===== src/hw/rtl/bdlp_pkg.sv =====
// Shared types and constants for the button debounce / long press queue block.
`timescale 1ns / 1ps

package bdlp_pkg;

    localparam int BUTTONS_DEF     = 5;
    localparam int QUEUE_DEPTH_DEF = 8;

    localparam int RAW_BITS = 5;
    localparam int CODE_W   = 3;
    localparam int FILL_W   = 4;
    localparam int DROP_W   = 3;
    localparam int ADDR_W   = 4;
    localparam int DATA_W   = 32;

    localparam logic [1:0] OP_INIT   = 2'd0;
    localparam logic [1:0] OP_SAMPLE = 2'd1;
    localparam logic [1:0] OP_POLL   = 2'd2;

    localparam logic [1:0] REG_DEBOUNCE   = 2'd0;
    localparam logic [1:0] REG_LONG_PRESS = 2'd1;
    localparam logic [1:0] REG_LONG_EN    = 2'd2;

    localparam logic [15:0] DEBOUNCE_RST   = 16'd20;
    localparam logic [15:0] LONG_PRESS_RST = 16'd800;
    localparam logic        LONG_EN_RST    = 1'b1;

    typedef struct packed {
        logic capture;
        logic init;
        logic sample;
        logic poll;
        logic load_out;
    } t_cmd;

    typedef struct packed {
        logic btn_last;
    } t_status;

    typedef struct packed {
        logic [15:0] debounce_ms;
        logic [15:0] hold_ms;
        logic        long_en;
    } t_cfg;

endpackage


===== src/hw/rtl/button_debounce_long_press_queue.sv =====
// Top level: configuration registers, sequencer and datapath of the button debouncer.
`timescale 1ns / 1ps

// Debounces BUTTONS buttons against a wrapping millisecond stamp and queues press
// events in a QUEUE_DEPTH-entry FIFO that drops on overflow. One item is worked on
// at a time. After acceptance, init and poll pass through their own state, the
// unused operation goes straight to the done state, and sample walks the buttons
// one per cycle through a single shared compare and update path that owns the only
// queue write port. The next item can be taken in the cycle after a result loads.
// A new item is accepted while a result still waits in the output register, but
// its own result holds until the waiting one is taken. The user writes registers
// over the APB port only while the block is idle; the block does not enforce it.

module button_debounce_long_press_queue #(
    parameter int BUTTONS     = bdlp_pkg::BUTTONS_DEF,
    parameter int QUEUE_DEPTH = bdlp_pkg::QUEUE_DEPTH_DEF
) (
    input  logic                            i_clk,
    input  logic                            i_rst_n,
    input  logic                            i_in_valid,
    output logic                            o_in_ready,
    input  logic [1:0]                      i_operation,
    input  logic [bdlp_pkg::RAW_BITS-1:0]   i_raw_buttons,
    input  logic [31:0]                     i_now_ms,
    output logic                            o_out_valid,
    input  logic                            i_out_ready,
    output logic [bdlp_pkg::CODE_W-1:0]     o_event_code,
    output logic [bdlp_pkg::RAW_BITS-1:0]   o_held_at_init,
    output logic [bdlp_pkg::RAW_BITS-1:0]   o_stable_mask,
    output logic [bdlp_pkg::FILL_W-1:0]     o_queue_fill,
    output logic [bdlp_pkg::DROP_W-1:0]     o_dropped_now,
    input  logic                            psel,
    input  logic                            penable,
    input  logic                            pwrite,
    input  logic [bdlp_pkg::ADDR_W-1:0]     paddr,
    input  logic [bdlp_pkg::DATA_W-1:0]     pwdata,
    output logic [bdlp_pkg::DATA_W-1:0]     prdata,
    output logic                            pready
);

    bdlp_pkg::t_cmd    cmd;
    bdlp_pkg::t_status status;
    bdlp_pkg::t_cfg    cfg;

    logic [15:0] r_debounce_ms;
    logic [15:0] r_hold_ms;
    logic        r_long_en;
    logic        cfg_wr;

    assign pready = 1'b1;
    assign cfg_wr = psel && penable && pwrite && pready;

    always_ff @(posedge i_clk) begin
        if (!i_rst_n) begin
            r_debounce_ms <= bdlp_pkg::DEBOUNCE_RST;
            r_hold_ms     <= bdlp_pkg::LONG_PRESS_RST;
            r_long_en     <= bdlp_pkg::LONG_EN_RST;
        end else if (cfg_wr) begin
            case (paddr[3:2])
                bdlp_pkg::REG_DEBOUNCE:   r_debounce_ms <= pwdata[15:0];
                bdlp_pkg::REG_LONG_PRESS: r_hold_ms     <= pwdata[15:0];
                bdlp_pkg::REG_LONG_EN:    r_long_en     <= pwdata[0];
                default: ;
            endcase
        end
    end

    always_comb begin
        case (paddr[3:2])
            bdlp_pkg::REG_DEBOUNCE:   prdata = {16'b0, r_debounce_ms};
            bdlp_pkg::REG_LONG_PRESS: prdata = {16'b0, r_hold_ms};
            bdlp_pkg::REG_LONG_EN:    prdata = {31'b0, r_long_en};
            default:                  prdata = '0;
        endcase
    end

    assign cfg.debounce_ms = r_debounce_ms;
    assign cfg.hold_ms     = r_hold_ms;
    assign cfg.long_en     = r_long_en;

    bdlp_ctrl u_ctrl (
        .i_clk       (i_clk),
        .i_rst_n     (i_rst_n),
        .i_in_valid  (i_in_valid),
        .i_operation (i_operation),
        .i_out_ready (i_out_ready),
        .i_status    (status),
        .o_in_ready  (o_in_ready),
        .o_out_valid (o_out_valid),
        .o_cmd       (cmd)
    );

    bdlp_dp #(
        .BUTTONS     (BUTTONS),
        .QUEUE_DEPTH (QUEUE_DEPTH)
    ) u_dp (
        .i_clk          (i_clk),
        .i_rst_n        (i_rst_n),
        .i_cmd          (cmd),
        .i_cfg          (cfg),
        .i_raw_buttons  (i_raw_buttons),
        .i_now_ms       (i_now_ms),
        .o_status       (status),
        .o_event_code   (o_event_code),
        .o_held_at_init (o_held_at_init),
        .o_stable_mask  (o_stable_mask),
        .o_queue_fill   (o_queue_fill),
        .o_dropped_now  (o_dropped_now)
    );

    // busy right after an item is taken
    a_busy_after_accept: assert property (@(posedge i_clk) disable iff (!i_rst_n)
        (i_in_valid && o_in_ready) |=> !o_in_ready)
        else $error("item accepted while block still busy");

    // a poll result never reports drops, and a drop never carries an event
    a_code_or_drop: assert property (@(posedge i_clk) disable iff (!i_rst_n)
        o_out_valid |-> (o_event_code == '0 || o_dropped_now == '0))
        else $error("event and drop count in the same item");

    // fill never exceeds the queue depth
    a_fill_bound: assert property (@(posedge i_clk) disable iff (!i_rst_n)
        o_out_valid |-> (int'(o_queue_fill) <= QUEUE_DEPTH))
        else $error("queue fill beyond depth");

    // a fresh result appears only after the datapath finished an item
    a_result_load: assert property (@(posedge i_clk) disable iff (!i_rst_n)
        (o_out_valid && !$past(o_out_valid) && $past(i_rst_n)) |-> $past(cmd.load_out))
        else $error("result valid without a load");

endmodule


===== src/hw/rtl/bdlp_ctrl.sv =====
// Sequencer: item handshake, per-operation steps and output register valid.
`timescale 1ns / 1ps

module bdlp_ctrl (
    input  logic                i_clk,
    input  logic                i_rst_n,
    input  logic                i_in_valid,
    input  logic [1:0]          i_operation,
    input  logic                i_out_ready,
    input  bdlp_pkg::t_status   i_status,
    output logic                o_in_ready,
    output logic                o_out_valid,
    output bdlp_pkg::t_cmd      o_cmd
);

    typedef enum logic [2:0] {
        S_IDLE,
        S_INIT,
        S_SAMPLE,
        S_POLL,
        S_DONE
    } t_state;

    t_state r_state, n_state;
    logic   r_out_valid, n_out_valid;

    always_comb begin
        n_state     = r_state;
        n_out_valid = r_out_valid;
        o_cmd       = '0;
        if (r_out_valid && i_out_ready) begin
            n_out_valid = 1'b0;
        end
        case (r_state)
            S_IDLE: begin
                if (i_in_valid) begin
                    o_cmd.capture = 1'b1;
                    case (i_operation)
                        bdlp_pkg::OP_INIT:   n_state = S_INIT;
                        bdlp_pkg::OP_SAMPLE: n_state = S_SAMPLE;
                        bdlp_pkg::OP_POLL:   n_state = S_POLL;
                        default:             n_state = S_DONE;
                    endcase
                end
            end
            S_INIT: begin
                o_cmd.init = 1'b1;
                n_state    = S_DONE;
            end
            S_SAMPLE: begin
                o_cmd.sample = 1'b1;
                if (i_status.btn_last) begin
                    n_state = S_DONE;
                end
            end
            S_POLL: begin
                o_cmd.poll = 1'b1;
                n_state    = S_DONE;
            end
            S_DONE: begin
                if (!r_out_valid || i_out_ready) begin
                    o_cmd.load_out = 1'b1;
                    n_out_valid    = 1'b1;
                    n_state        = S_IDLE;
                end
            end
            default: n_state = S_IDLE;
        endcase
    end

    always_ff @(posedge i_clk) begin
        if (!i_rst_n) begin
            r_state     <= S_IDLE;
            r_out_valid <= 1'b0;
        end else begin
            r_state     <= n_state;
            r_out_valid <= n_out_valid;
        end
    end

    assign o_in_ready  = (r_state == S_IDLE);
    assign o_out_valid = r_out_valid;

endmodule


===== src/hw/rtl/bdlp_dp.sv =====
// Datapath: per-button debounce state, shared step logic, event queue, result registers.
`timescale 1ns / 1ps

module bdlp_dp #(
    parameter int BUTTONS     = bdlp_pkg::BUTTONS_DEF,
    parameter int QUEUE_DEPTH = bdlp_pkg::QUEUE_DEPTH_DEF
) (
    input  logic                            i_clk,
    input  logic                            i_rst_n,
    input  bdlp_pkg::t_cmd                  i_cmd,
    input  bdlp_pkg::t_cfg                  i_cfg,
    input  logic [bdlp_pkg::RAW_BITS-1:0]   i_raw_buttons,
    input  logic [31:0]                     i_now_ms,
    output bdlp_pkg::t_status               o_status,
    output logic [bdlp_pkg::CODE_W-1:0]     o_event_code,
    output logic [bdlp_pkg::RAW_BITS-1:0]   o_held_at_init,
    output logic [bdlp_pkg::RAW_BITS-1:0]   o_stable_mask,
    output logic [bdlp_pkg::FILL_W-1:0]     o_queue_fill,
    output logic [bdlp_pkg::DROP_W-1:0]     o_dropped_now
);

    localparam int BTN_W = (BUTTONS > 1) ? $clog2(BUTTONS) : 1;
    localparam int Q_W   = (QUEUE_DEPTH > 1) ? $clog2(QUEUE_DEPTH) : 1;
    localparam int CNT_W = $clog2(QUEUE_DEPTH + 1);
    localparam int SUM_W = Q_W + 1;
    localparam int CW    = bdlp_pkg::CODE_W;
    localparam int RB    = bdlp_pkg::RAW_BITS;

    localparam logic [BTN_W-1:0] BTN_LAST  = BTN_W'(BUTTONS - 1);
    localparam logic [CNT_W-1:0] QD_CNT    = CNT_W'(QUEUE_DEPTH);
    localparam logic [Q_W-1:0]   HEAD_LAST = Q_W'(QUEUE_DEPTH - 1);
    localparam logic [SUM_W-1:0] QD_SUM    = SUM_W'(QUEUE_DEPTH);
    localparam logic [CW-1:0]    LONG_CODE = CW'(BUTTONS + 1);

    // captured item
    logic [BUTTONS-1:0] r_raw;
    logic [31:0]        r_now;

    // button state
    logic [BUTTONS-1:0] r_raw_lvl;
    logic [BUTTONS-1:0] r_stable;
    logic [BUTTONS-1:0] r_long_done;
    logic [31:0]        r_rct [BUTTONS];
    logic [31:0]        r_pt  [BUTTONS];
    logic [BTN_W-1:0]   r_btn;

    // queue
    logic [CW-1:0]      r_mem [QUEUE_DEPTH];
    logic [CW-1:0]      r_mem_q;
    logic [Q_W-1:0]     r_head;
    logic [CNT_W-1:0]   r_count;

    // per-item results
    logic [bdlp_pkg::DROP_W-1:0] r_drops;
    logic [RB-1:0]               r_held;
    logic                        r_poll_hit;

    logic [BUTTONS+RB-1:0] raw_in_ext;
    logic [BUTTONS+RB-1:0] raw_ext;
    logic [BUTTONS+RB-1:0] stable_ext;

    logic              b_raw, b_lvl, b_stable, b_done, long_mode;
    logic              raw_chg, settle, press, new_sl, new_ld, long_fire, push_short, push;
    logic [31:0]       el_raw, el_pt;
    logic [CW-1:0]     push_code;
    logic              q_full;
    logic [SUM_W-1:0]  tail_sum, tail_wrap;
    logic [Q_W-1:0]    tail, head_next;

    assign raw_in_ext = {BUTTONS'(0), i_raw_buttons};
    assign raw_ext    = {RB'(0), r_raw};
    assign stable_ext = {RB'(0), r_stable};

    always_comb begin
        b_raw      = r_raw[r_btn];
        b_lvl      = r_raw_lvl[r_btn];
        b_stable   = r_stable[r_btn];
        b_done     = r_long_done[r_btn];
        long_mode  = i_cfg.long_en && (r_btn == '0);
        raw_chg    = (b_raw != b_lvl);
        el_raw     = r_now - r_rct[r_btn];
        settle     = !raw_chg && (b_raw != b_stable) && (el_raw >= {16'b0, i_cfg.debounce_ms});
        press      = settle && b_raw;
        new_sl     = settle ? b_raw : b_stable;
        new_ld     = press ? 1'b0 : b_done;
        el_pt      = press ? 32'd0 : (r_now - r_pt[r_btn]);
        long_fire  = !raw_chg && long_mode && new_sl && !new_ld
                     && (el_pt >= {16'b0, i_cfg.hold_ms});
        push_short = settle && (b_raw ? !long_mode : (long_mode && !b_done));
        push       = push_short || long_fire;
        push_code  = long_fire ? LONG_CODE : (CW'(r_btn) + CW'(1));
        q_full     = (r_count == QD_CNT);
        tail_sum   = SUM_W'(r_head) + SUM_W'(r_count);
        tail_wrap  = (tail_sum >= QD_SUM) ? (tail_sum - QD_SUM) : tail_sum;
        tail       = tail_wrap[Q_W-1:0];
        head_next  = (r_head == HEAD_LAST) ? '0 : (r_head + Q_W'(1));
    end

    always_ff @(posedge i_clk) begin
        if (i_cmd.capture) begin
            r_raw <= raw_in_ext[BUTTONS-1:0];
            r_now <= i_now_ms;
        end
        if (i_cmd.sample && push && !q_full) begin
            r_mem[tail] <= push_code;
        end
        if (i_cmd.poll) begin
            r_mem_q <= r_mem[r_head];
        end
        if (i_cmd.load_out) begin
            o_event_code   <= r_poll_hit ? r_mem_q : '0;
            o_held_at_init <= r_held;
            o_stable_mask  <= stable_ext[RB-1:0];
            o_queue_fill   <= bdlp_pkg::FILL_W'(r_count);
            o_dropped_now  <= r_drops;
        end
    end

    always_ff @(posedge i_clk) begin
        if (!i_rst_n) begin
            r_raw_lvl   <= '0;
            r_stable    <= '0;
            r_long_done <= '0;
            for (int i = 0; i < BUTTONS; i++) begin
                r_rct[i] <= '0;
                r_pt[i]  <= '0;
            end
            r_btn      <= '0;
            r_head     <= '0;
            r_count    <= '0;
            r_drops    <= '0;
            r_held     <= '0;
            r_poll_hit <= 1'b0;
        end else begin
            if (i_cmd.capture) begin
                r_btn      <= '0;
                r_drops    <= '0;
                r_held     <= '0;
                r_poll_hit <= 1'b0;
            end
            if (i_cmd.init) begin
                r_raw_lvl   <= r_raw;
                r_stable    <= r_raw;
                r_long_done <= '1;
                for (int i = 0; i < BUTTONS; i++) begin
                    r_rct[i] <= r_now;
                    r_pt[i]  <= r_now;
                end
                r_held <= raw_ext[RB-1:0];
            end
            if (i_cmd.sample) begin
                r_btn <= r_btn + BTN_W'(1);
                if (raw_chg) begin
                    r_raw_lvl[r_btn] <= b_raw;
                    r_rct[r_btn]     <= r_now;
                end else begin
                    r_stable[r_btn]    <= new_sl;
                    r_long_done[r_btn] <= long_fire ? 1'b1 : new_ld;
                    if (press) begin
                        r_pt[r_btn] <= r_now;
                    end
                end
                if (push) begin
                    if (q_full) begin
                        r_drops <= r_drops + bdlp_pkg::DROP_W'(1);
                    end else begin
                        r_count <= r_count + CNT_W'(1);
                    end
                end
            end
            if (i_cmd.poll) begin
                r_poll_hit <= (r_count != '0);
                if (r_count != '0) begin
                    r_head  <= head_next;
                    r_count <= r_count - CNT_W'(1);
                end
            end
        end
    end

    assign o_status.btn_last = (r_btn == BTN_LAST);

endmodule


===== config.mk =====
export PLATFORM = sky130hd
export DESIGN_NAME = button_debounce_long_press_queue
export DESIGN_NICKNAME = d
export VERILOG_FILES = /design/src/hw/rtl/bdlp_pkg.sv /design/src/hw/rtl/button_debounce_long_press_queue.sv /design/src/hw/rtl/bdlp_ctrl.sv /design/src/hw/rtl/bdlp_dp.sv
export SDC_FILE = /design/constraint.sdc
export NUM_CORES = 1
export LEC_CHECK = 0
export ABC_AREA = 0
export BUFFER_PORTS_ARGS = -buffer_cell sky130_fd_sc_hd__buf_2
export CAP_MARGIN = 15
export CORE_UTILIZATION = 67
export CTS_CLUSTER_SIZE = 8
export DETAILED_ROUTE_END_ITERATION = 12
export HOLD_SLACK_MARGIN = 0.03
export PLACE_DENSITY = 0.84
export SETUP_SLACK_MARGIN = 0.02
export SLEW_MARGIN = 20
export SYNTH_ARGS = -nofsm -noshare
export SYNTH_HDL_FRONTEND = slang
export SYNTH_HIERARCHICAL = 1
export SYNTH_SLANG_ARGS = --single-unit

===== constraint.sdc =====
create_clock -name i_clk -period 25.3 [get_ports i_clk]
set_input_delay 5.06 -clock i_clk [delete_from_list [all_inputs] [get_ports i_clk]]
set_output_delay 5.06 -clock i_clk [all_outputs]
set_load 0.03 [all_outputs]

-- Yosys cells after proc, flatten, opt, wreduce, memory -nomap -nowiden
Memory sizes are Yosys's and may differ from the RTL's. A register that Yosys moved wholly into a read port is not among the register bits.
Index checks and enable logic that the tools add are counted.
- word-level logic and storage cells: 203
- register bits after elaboration: 128
- memories: 3
- memory bits (writable): 344
- reductions and logical operators: 40
- $lt $le $gt $ge: 5
- equality and inequality tests: 16
- add/subtract/negate cells: 9
- mux-type cells: 99
- bitwise gates (word level): 10
- memories (name ; depth ; bits a word ; rd ports ; clocked after Yosys merged registers in ; write ports ; RTL line ; source):
    u_dp.r_pt ; 5 ; 32 ; 1 ; 1 ; 5 ; bdlp_dp.sv:44 ; logic [31:0] r_pt [BUTTONS];
    u_dp.r_rct ; 5 ; 32 ; 1 ; 1 ; 5 ; bdlp_dp.sv:43 ; logic [31:0] r_rct [BUTTONS];
    u_dp.r_mem ; 8 ; 3 ; 1 ; 1 ; 1 ; bdlp_dp.sv:48 ; logic [CW-1:0] r_mem [QUEUE_DEPTH];
- operator list (cell ; number):
    2-to-1 mux 32 bit ; 13
    2-to-1 mux 5 bit ; 14
    greater-or-equal comparator 32 x 16 -> 1 bit ; 2
    OR reduction 32 bit ; 2
    subtractor 32 bit ; 2
    2-to-1 mux 3 bit ; 18
    one-hot mux 16 bit (3 select lines) ; 1
    2-to-1 mux 1 bit ; 38
    2-to-1 mux 4 bit ; 5
    logical AND 1 bit ; 16
    bitwise mux 5 bit ; 3
    binary-select mux 1 bit (select 3 bit) ; 4
    one-hot mux 3 bit (4 select lines) ; 1
    OR 1 bit ; 10
    adder 3 x 1 -> 3 bit (second input constant) ; 3
    equality test 3 bit (second input constant) ; 3
    one-hot mux 3 bit (3 select lines) ; 1
    AND reduction 2 bit ; 4
    equality test 3 x 2 -> 1 bit (second input constant) ; 2
    logical NOT 1 bit ; 6
    logical NOT 3 bit ; 2
    nonzero test 2 bit ; 3
    adder 3 x 4 -> 4 bit ; 1
    adder 4 x 1 -> 4 bit (second input constant) ; 1
    other kinds (18) ; 24

-- Depth between registers and ports, before layout
- word-level depth: 16
- mapped depth: 38
- depth with buffers taken out: 34

-- Cells and area by module
Netlist, hierarchy kept.
- by module, submodules not included (module ; cells each ; area an instance (µm²) ; sequential area each (µm²) ; times used):
    bdlp_dp ; 2194 ; 31072.3 ; 18637.9 ; 1
    button_debounce_long_press_queue ; 192 ; 1697.9 ; 660.6 ; 1
    bdlp_ctrl ; 31 ; 285.3 ; 80.1 ; 1

-- Worst setup path before layout
Ideal clock, no wire load.
- kind: input to output
- from: input paddr[2] in the netlist's numbering
- to: output prdata[11] in the netlist's numbering
- cell stages on the path: 4
- data arrival time: 5.985 ns
- slack: 14.255 ns
- path through: buf_6 -> buf_2 -> mux2i_1 -> nor2_1
- cells in the longest elaborated chain, start to end: 2
- elaborated cells between the ends (all ways): 4
- RTL lines (what ; RTL line ; source):
    start: declaration ; button_debounce_long_press_queue.sv:35 ; input logic [bdlp_pkg::ADDR_W-1:0] paddr,
    equality test 2 bit, or another cell as far along ; button_debounce_long_press_queue.sv:69 ; case (paddr[3:2])
    one-hot mux 16 bit (3 select lines) (*) ; button_debounce_long_press_queue.sv:69 ;
    end: declaration ; button_debounce_long_press_queue.sv:37 ; output logic [bdlp_pkg::DATA_W-1:0] prdata,
Mark *: on every way between the ends. The rest lies on a longest branch, timed or not.

-- Final worst setup path
- from: input paddr[2] in the netlist's numbering
- to: output prdata[0] in the netlist's numbering
The elaborated chain is that of the path after synthesis.

==> results.cfg <==
[run_status]
status = finished clean

[global_route]
grt_start_max_net_pins = 74
grt_overflow = 0
grt_pass1_wl_um = 123000
grtUsageTotal = 0.330
antenna_found_initial = 2
grt_pass1_vias = 22000

[logic_synthesis]
synth_area_mm2 = 0.0331
yosys_warnings = 6
seq_area_frac_synth = 0.586
avgSynthCellArea_um2 = 13.7
synth_area_leaders = edfxtp_1, mux4_2, and2_1, dfxtp_1, ha_1
syn_inst = 2417
ys.flop_type = edfxtp_1
synthArstFlopShare = 0
synth_top_area_cell = edfxtp_1
synthTopCellsByCount = edfxtp_1, and2_1, mux4_2, nor2_1, nand2_1
synth_edf_count = 596
yosysTopAreaCellShare = 0.541
synth.most_common_cell = edfxtp_1
synth.distinct_cells = 91
synth-seq-cells = 670

[run]
drv_cap = 0

[place]
io_buffers = 101
place_area_mm2 = 0.0349
gp_congestion = 0.948
dpl.hpwl_um = 50500

[detailed_routing]
drc = 0
wl_per_cell_um = 23.8
avgViaCountPerCell = 6.27
drt_pass1_iterations = 6
dr.first_iter.drc_count = 2291
num_vias = 21500
drt_wl_total_um = 81700
ant_nets = 0

[pwr]
power_w = 0.00292
p_int_w = 0.00215
p_sw_frac = 0.262
p_seq_frac = 0.451
power.share.combinational = 0.155
power_frac_clock = 0.394
p_leak_nw = 14.0
pwr_density_cell_mw_per_mm2 = 77.3
ir_drop_v = 0.0000660
switchingPower_w = 0.000764

[sta]
final.setup.tns_ns = 0
hold-worst-slack_ns = 0.445
fin_crit_ns = 11.23
rsz0062_at_grt = false
fin_crit_sh = 0.444
fin_skew_ns = 0.0382
worst_pin_slew_ns = 1.04
setup_viol = 0
timing.fmax_ghz = 0.0891
finalHoldViolCount = 0
max-slew-margin-rel = 0.305
drv_slew = 0

[floorplan]
dieArea_mm2 = 0.0502
core_mm2 = 0.0488
rows = 81
die_w_um = 224
io_pins = 137
start_util = 0.677
die_y_um = 224

[finish]
stdcell_area_mm2 = 0.0377
nNetsFinal = 2917
drive_gt1_frac = 0.164
fillers = 2855
num_antenna_cells = 0
synthToLayoutAreaGrowth_pct = 14.1

[cts]
cts.repair.resized = 0
clkSinkCount = 670
cts_tree = built
postCtsHoldBufs = 0
clkTransAtPathRegs_ns = 0.05
clock_path_buffers = 3
clk_latency_ns = 0.64
cts_buffers = 94
clockRootBuffer = clkbuf_16
cts_setup_buffers = 0
h-tree-depth = 3

[min_path]
worstHoldPathCells = 0
min_to = u_dp/o_held_at_init[2]$_DFFE_PP_
holdCritStartpoint = u_dp/r_held[2]$_SDFFE_PN0P_
hold_class = flip-flop to flip-flop

[worst_setup_path]
endpoint_kind = output pin
crit_type = input port to output pin
required_ns = 20.24
r2r_setup_slack_ns = 14.74
crit_fanout = 19
r2r_cells = 35
cp-start-kind = input port
arrival_ns = 6.17
worst_r2r_endpoint = u_dp/r_mem[0][0]$_DFFE_PP_
==> logic make-up after synthesis <==
logic type | count (synthesis) | share of synthesized area
other cells | 3 | 0.000341
xor+xnor | 44 | 0.0117
simple gates | 758 | 0.125
mux | 272 | 0.135
fa+ha+maj | 110 | 0.0423
compound gates | 347 | 0.0692
flops | 670 | 0.586
buf+inv | 213 | 0.0305
==> critical path, stage by stage <==
cell,delay [ns]
buf_2,0.48
mux2i_1,0.29
o22ai_1,0.12
buf_2,0.21
==> registers in the layout, indices dropped and copies added (netlist names), 16 cells and up, named ones only <==
signal,count
u_dp/r_mem,24
u_dp/r_now,32
r_hold_ms,16
u_dp/r_pt,256
r_debounce_ms,16
u_dp/r_rct,256
==> worst max-delay path by stage <==
| stage | slack, ns | depth (start not counted) | start | to |
|---|---|---|---|---|
| 4_1_cts | 14.08 | 4 | paddr[2] | prdata[0] |
| 6_report | 14.07 | 4 | paddr[2] | prdata[0] |
| 3_5_place_dp | 14.08 | 4 | paddr[2] | prdata[0] |
| 5_1_grt | 14.04 | 4 | paddr[2] | prdata[0] |
| 2_1_floorplan | 14.25 | 4 | paddr[2] | prdata[11] |
| 3_3_place_gp | 14.10 | 4 | paddr[2] | prdata[0] |
==> layout by cell type (no fill, tap or decap), types with 7 or more instances in the layout <==
cell type    n
ha_1       107
xor2_1      19
a211oi_1    12
a22oi_1      8
nor3_1      35
nor2_1     131
mux2_2      16
mux4_2     136
a21oi_1    103
o31a_1       7
nand4_1     22
nand2b_1    21
o211ai_1    18
nor2b_1     16
conb_1     209
nand3b_1    11
and2_1     320
clkbuf_16   98
nand3_1     21
nor4_1       7
a31oi_1     11
nand2_1    123
buf_2      101
o31ai_1     11
o21a_1      15
a21o_1      25
buf_4       44
xnor2_1     25
inv_1       68
or3_1       10
dfxtp_1     71
clkbuf_1    42
o21ai_0     54
edfxtp_1   596
a211o_1      7
mux2i_1    119
==> power by group through the flow <==
stage	registers [W]	clock network, W	logic (W)
final	0.00132	0.00115	0.000452
after global routing	0.00132	0.00120	0.000489
after CTS	0.00132	0.00116	0.000440
after detailed placement	0.00133	0	0.000435
after global placement	0.00133	0	0.000423
after floorplan	0.00133	0	0.000310
==> through the flow <==
stage / utilization / setup WS [ns] / instances
CTS: 0.769 / 14.08 / 3434
global placement: 0.714 / 14.10 / 3288
finish: 0.772 / 14.07 / 3439
global route: 0.772 / 14.04 / 3439
detailed placement: 0.714 / 14.08 / 3288
floorplan: - / 14.25 / 2623
==> routing by layer <==
layer | routed length, um | up-vias | GRT usage
met3 | 7700 | 170 | 0.0653
met2 | 39500 | 1215 | 0.533
met4 | 2540 | 0 | 0.144
met5 | 0 | - | 0
met1 | 32000 | 10700 | 0.438
li1 | - | 9499 | -
==> area by class of cell <==
| cell class | instances | area, um2 | area share |
|---|---|---|---|
| clock inverter | 6 | 85.1 | 0.00226 |
| inverter | 69 | 262 | 0.00693 |
| clock buffer | 140 | 2610 | 0.0692 |
| multi-input combinational | 1740 | 13600 | 0.360 |
| tap | 664 | 831 | 0.0220 |
| timing repair buffer | 150 | 961 | 0.0255 |
| sequential | 670 | 19400 | 0.514 |
(Power assumes the default switching activity.)
